`config.mk`:
```
export PLATFORM = sky130hd
export DESIGN_NAME = grdd_div
export DESIGN_NICKNAME = d
export VERILOG_FILES = /design/src/rtl/grdd_div.sv
export SDC_FILE = /design/constraint.sdc
export NUM_CORES = 1
export LEC_CHECK = 0
export ABC_AREA = 1
export BUFFER_PORTS_ARGS = -buffer_cell sky130_fd_sc_hd__buf_2
export CAP_MARGIN = 30
export CORE_ASPECT_RATIO = 1.5
export CORE_MARGIN = 8
export CORE_UTILIZATION = 50
export CTS_CLUSTER_DIAMETER = 100
export DETAILED_ROUTE_END_ITERATION = 8
export GPL_TIMING_DRIVEN = 0
export PLACE_DENSITY = 0.78
export SLEW_MARGIN = 20
export SYNTH_ARGS = -nofsm -noshare
export SYNTH_HDL_FRONTEND = slang
export SYNTH_SLANG_ARGS = --single-unit
export TNS_END_PERCENT = 20
```
`constraint.sdc`:
```
create_clock -name clk_i -period 2.2 [get_ports clk_i]
set_input_delay 0.22 -clock clk_i [delete_from_list [all_inputs] [get_ports clk_i]]
set_output_delay 0.22 -clock clk_i [all_outputs]
set_load 0.005 [all_outputs]
```
`src/rtl/grdd_div.sv`:
```
// Restoring divider, one quotient bit per cycle, with remainder.
// The caller guarantees dividend < divisor * 2^QW. Depends on nothing.
`timescale 1ns / 1ps
`default_nettype none
module grdd_div #(
  parameter int NW = 42,
  parameter int DW = 24,
  parameter int QW = 25
) (
  input  wire logic          clk_i,
  input  wire logic          rst_ni,
  input  wire logic          start_i,
  input  wire logic [NW-1:0] dividend_i,
  input  wire logic [DW-1:0] divisor_i,
  output logic               done_o,
  output logic [QW-1:0]      quot_o,
  output logic [DW-1:0]      rem_o
);
  localparam int CW = $clog2(QW + 1);

  logic [CW-1:0] cnt_q, cnt_d;
  logic          done_q, done_d;
  logic [DW-1:0] rem_q, rem_d;
  logic [QW-1:0] sh_q, sh_d;
  logic [DW-1:0] dvs_q, dvs_d;
  logic [DW:0]   trial, diff;
  logic          ge;

  assign trial = {rem_q, sh_q[QW-1]};
  assign ge    = trial >= {1'b0, dvs_q};
  assign diff  = trial - {1'b0, dvs_q};

  always_comb begin
    cnt_d  = cnt_q;
    done_d = 1'b0;
    rem_d  = rem_q;
    sh_d   = sh_q;
    dvs_d  = dvs_q;
    if (start_i) begin
      rem_d = DW'(dividend_i[NW-1:QW]);
      sh_d  = dividend_i[QW-1:0];
      dvs_d = divisor_i;
      cnt_d = CW'(QW);
    end else if (cnt_q != '0) begin
      rem_d  = ge ? diff[DW-1:0] : trial[DW-1:0];
      sh_d   = {sh_q[QW-2:0], ge};
      cnt_d  = cnt_q - 1'b1;
      done_d = (cnt_q == CW'(1));
    end
  end

  always_ff @(posedge clk_i or negedge rst_ni) begin
    if (!rst_ni) begin
      cnt_q  <= '0;
      done_q <= 1'b0;
    end else begin
      cnt_q  <= cnt_d;
      done_q <= done_d;
    end
  end

  always_ff @(posedge clk_i) begin
    rem_q <= rem_d;
    sh_q  <= sh_d;
    dvs_q <= dvs_d;
  end

  assign done_o = done_q;
  assign quot_o = sh_q;
  assign rem_o  = rem_q;
endmodule
`default_nettype wire

```
==> results.sh <==
export IMPL_status="finished, violations left"
export IMPL_violations="negative setup slack"
export IMPL_dp_slack_ps=-420
export IMPL_cts_max_level=3
export IMPL_syn_inst=735
export IMPL_synth_largest_area_cell="edfxtp_1"
export IMPL_synthArstFlopShare=0.0759
export IMPL_antenna_found_initial=0
export IMPL_port_buffers=118
export IMPL_setup_ws_ps=-35.3
export IMPL_end_kind="flip-flop"
export IMPL_clk_latency_ps=350
export IMPL_synth_cell_types=34
export IMPL_cp_cell_sequence="ha_4, nand2_4, nor2_4, nand3_4, nor2_4, nand3b_4, nand3_4, buf_12, clkbuf_16, nand2_1, nand3_1, nand2_1"
export IMPL_die_height_um=143
export IMPL_post_dp_hpwl_mm=11.7
export IMPL_numCtsBuffers=9
export IMPL_drv_slew=0
export IMPL_hold_path_class="primary input to flip-flop"
export IMPL_yosys_warnings=0
export IMPL_crit_path_max_fanout=5
export IMPL_grt_pass1_vias=5461
export IMPL_crit_family="simple AND/OR/NAND/NOR gates"
export IMPL_grt_ovfl_total=0
export IMPL_mappedNetlistNets=832
export IMPL_timing_critical_path_to="rem_o[5]"
export IMPL_crit_type="flip-flop to flip-flop"
export IMPL_maxSlewHeadroom=0.475
export IMPL_first_pass_iters=5
export IMPL_area_growth_pct=41.7
export IMPL_grt_usage=0.234
export IMPL_cpMaxStageDelayCell="edfxtp_1"
export IMPL_post_drt_wl_per_cell_um=16.3
export IMPL_max_stage_delay_ps=440
export IMPL_hold_viol=0
export IMPL_crit_cells=12
export IMPL_synth_most_common_cell="nand2_1"
export IMPL_min_path_cells=1
export IMPL_postLayoutCoreUtil=0.720
export IMPL_vdd_drop_max_mv=0.666
export IMPL_cp_required_ps=2310
export IMPL_fp_dieW_um=100
export IMPL_ys_ff_latch=79
export IMPL_worstMarginPinSlew_ps=788
export IMPL_synth_main_ff_cell="edfxtp_1"
export IMPL_final_nets=1017
export IMPL_core_um2=10500
export IMPL_startpoint="rem_o[3]"
export IMPL_initial_core_util=0.508
export IMPL_arrival_ps=2340
export IMPL_period_minus_slack_ps=2240
export IMPL_synth_edf_count=66
export IMPL_final_antenna_net_count=0
export IMPL_cts_num_sinks=79
export IMPL_power_density_nw_per_um2=1260
export IMPL_clkSlewWorstSetupHoldPaths_ps=70
export IMPL_diodes=0
export IMPL_syn_area_um2=5350
export IMPL_netlist_area_leader_share=0.370
export IMPL_period_share=1.02
export IMPL_drt_iter0_drc=320
export IMPL_r2r_cells=12
export IMPL_die_area_um2=14300
export IMPL_synthTopCellsByCount="nand2_1 (301), inv_1 (141), edfxtp_1 (66), nand3_1 (53), nor2_1 (34)"
export IMPL_r2r_end="rem_o[5]"
export IMPL_clock_fmax_mhz=447
export IMPL_crit_reg2reg_launch="rem_o[3]"
export IMPL_grt_pass1_wl_mm=26.2
export IMPL_clock_skew_ps=10.3
export IMPL_cts_tree="built"
export IMPL_cts_root_buf="clkbuf_16"
export IMPL_finalSetupViolations=3
export IMPL_regToRegSetupSlack_ps=-40
export IMPL_rsz0062_at_grt="true"
export IMPL_synth_area_leaders="edfxtp_1 (37%), nand2_1 (21%), inv_1 (9.9%)"
export IMPL_viasPerCell=5.15
export IMPL_startpoint_type="flip-flop"
export IMPL_drcViolationCount=0
export IMPL_cellLeakagePower_nw=3.99
export IMPL_num_vias=5506
export IMPL_fp_row_count=46
export IMPL_routabilityCongestion=0.946
export IMPL_crit_buf_inv=2
export IMPL_yosysSeqAreaShare=0.425
export IMPL_postRouteWirelength_mm=17.4
export IMPL_clock_path_buffers=2
export IMPL_ios=119
export IMPL_drv_cap=0
export IMPL_grt_start_max_net_pins=27
export IMPL_synth_area_per_cell_um2=7.28
export IMPL_drive_gt1_frac=0.342
## per-layer routing
metal  global-route usage  vias to the layer above  wire [um]
li1                     -                     2676          -
met1                0.244                     2529       6400
met2                0.428                      243       9020
met3               0.0560                       58       1300
met4                0.106                        0        658
met5                    0                        -          0
## cell usage in the layout, fill, tap and decap left out, types with 3 or more instances in the layout
cell / netlist / final
nand2_1: 301 / 260
buf_4: 0 / 55
ha_4: 0 / 22
nor2_4: 1 / 8
inv_1: 141 / 131
nand3_2: 6 / 17
nand2_4: 0 / 9
dfxtp_1: 7 / 7
nand3_1: 53 / 38
buf_2: 7 / 120
ha_1: 27 / 4
edfxtp_1: 66 / 66
nor2_1: 34 / 24
nor2_2: 1 / 4
nand4_1: 29 / 29
dfrtp_1: 6 / 6
clkbuf_16: 0 / 10
clkbuf_1: 6 / 6
xnor2_1: 11 / 11
inv_2: 1 / 11
clkinv_4: 0 / 3
a21oi_1: 14 / 13
nand2_2: 3 / 34
nand3_4: 1 / 5
## report_power, final
group          internal [mW]  switching, mW  total, mW
Clock                  0.894          0.676       1.57
Sequential              1.97          0.291       2.26
Combinational           2.62           3.11       5.73
Total                   5.48           4.08       9.56
## through the flow
stage | TNS (ps) | cells | hold WS [ps] | total power [mW] | area (um2)
2_1_floorplan | 0 | 735 | -75.6 | 4.87 | 5350
3_3_place_gp | -54690 | 997 | 54.6 | 5.89 | 6120
3_5_place_dp | -21610 | 998 | 52.1 | 5.95 | 6150
4_1_cts | -39.7 | 1046 | 37.2 | 8.59 | 7140
5_1_grt | -1990 | 1069 | 39.2 | 10.1 | 7580
6_report | -49.4 | 1069 | 41.7 | 9.56 | 7580
## cell type report
| class | instances | area [um2] |
|---|---|---|
| multi-input cells | 497 | 3090 |
| fillers | 800 | 2950 |
| flip-flops and latches | 79 | 2270 |
| repair buffers | 175 | 1090 |
| inverters | 142 | 533 |
| clock buffers | 9 | 225 |
| well taps | 144 | 180 |
| plain buffers | 16 | 109 |
| clock inverters | 7 | 81.3 |
## registers in the layout (all words and copies together) (netlist names)
name	flops
cnt_q	5
done_o	1
quot_o	25
rem_o	24
dvs_q	24
## kinds of logic after synthesis
| family | Yosys count | synth area share |
|---|---|---|
| compound gates | 20 | 0.0217 |
| xor+xnor | 12 | 0.0196 |
| fa+ha+maj | 28 | 0.0669 |
| buf+inv | 159 | 0.117 |
| flops | 79 | 0.425 |
| simple gates | 437 | 0.350 |
## repair_timing
item,4_1_cts,5_1_grt
resized for setup,62,73
gates cloned,1,1
pin swaps,20,33
buffers inserted,30,23
setup endpoints to repair,68,44
endpoints found under the hold margin,6,0
hold buffers,1,0
## how the worst min path moves through the flow
stage	start	end
floorplan	rst_ni	cnt_q[0]
global placement	rst_ni	done_o
detailed placement	rst_ni	done_o
CTS	divisor_i[2]	dvs_q[2]
global route	divisor_i[6]	dvs_q[6]
finish	divisor_i[6]	dvs_q[6]
(Power assumes the default switching activity.)
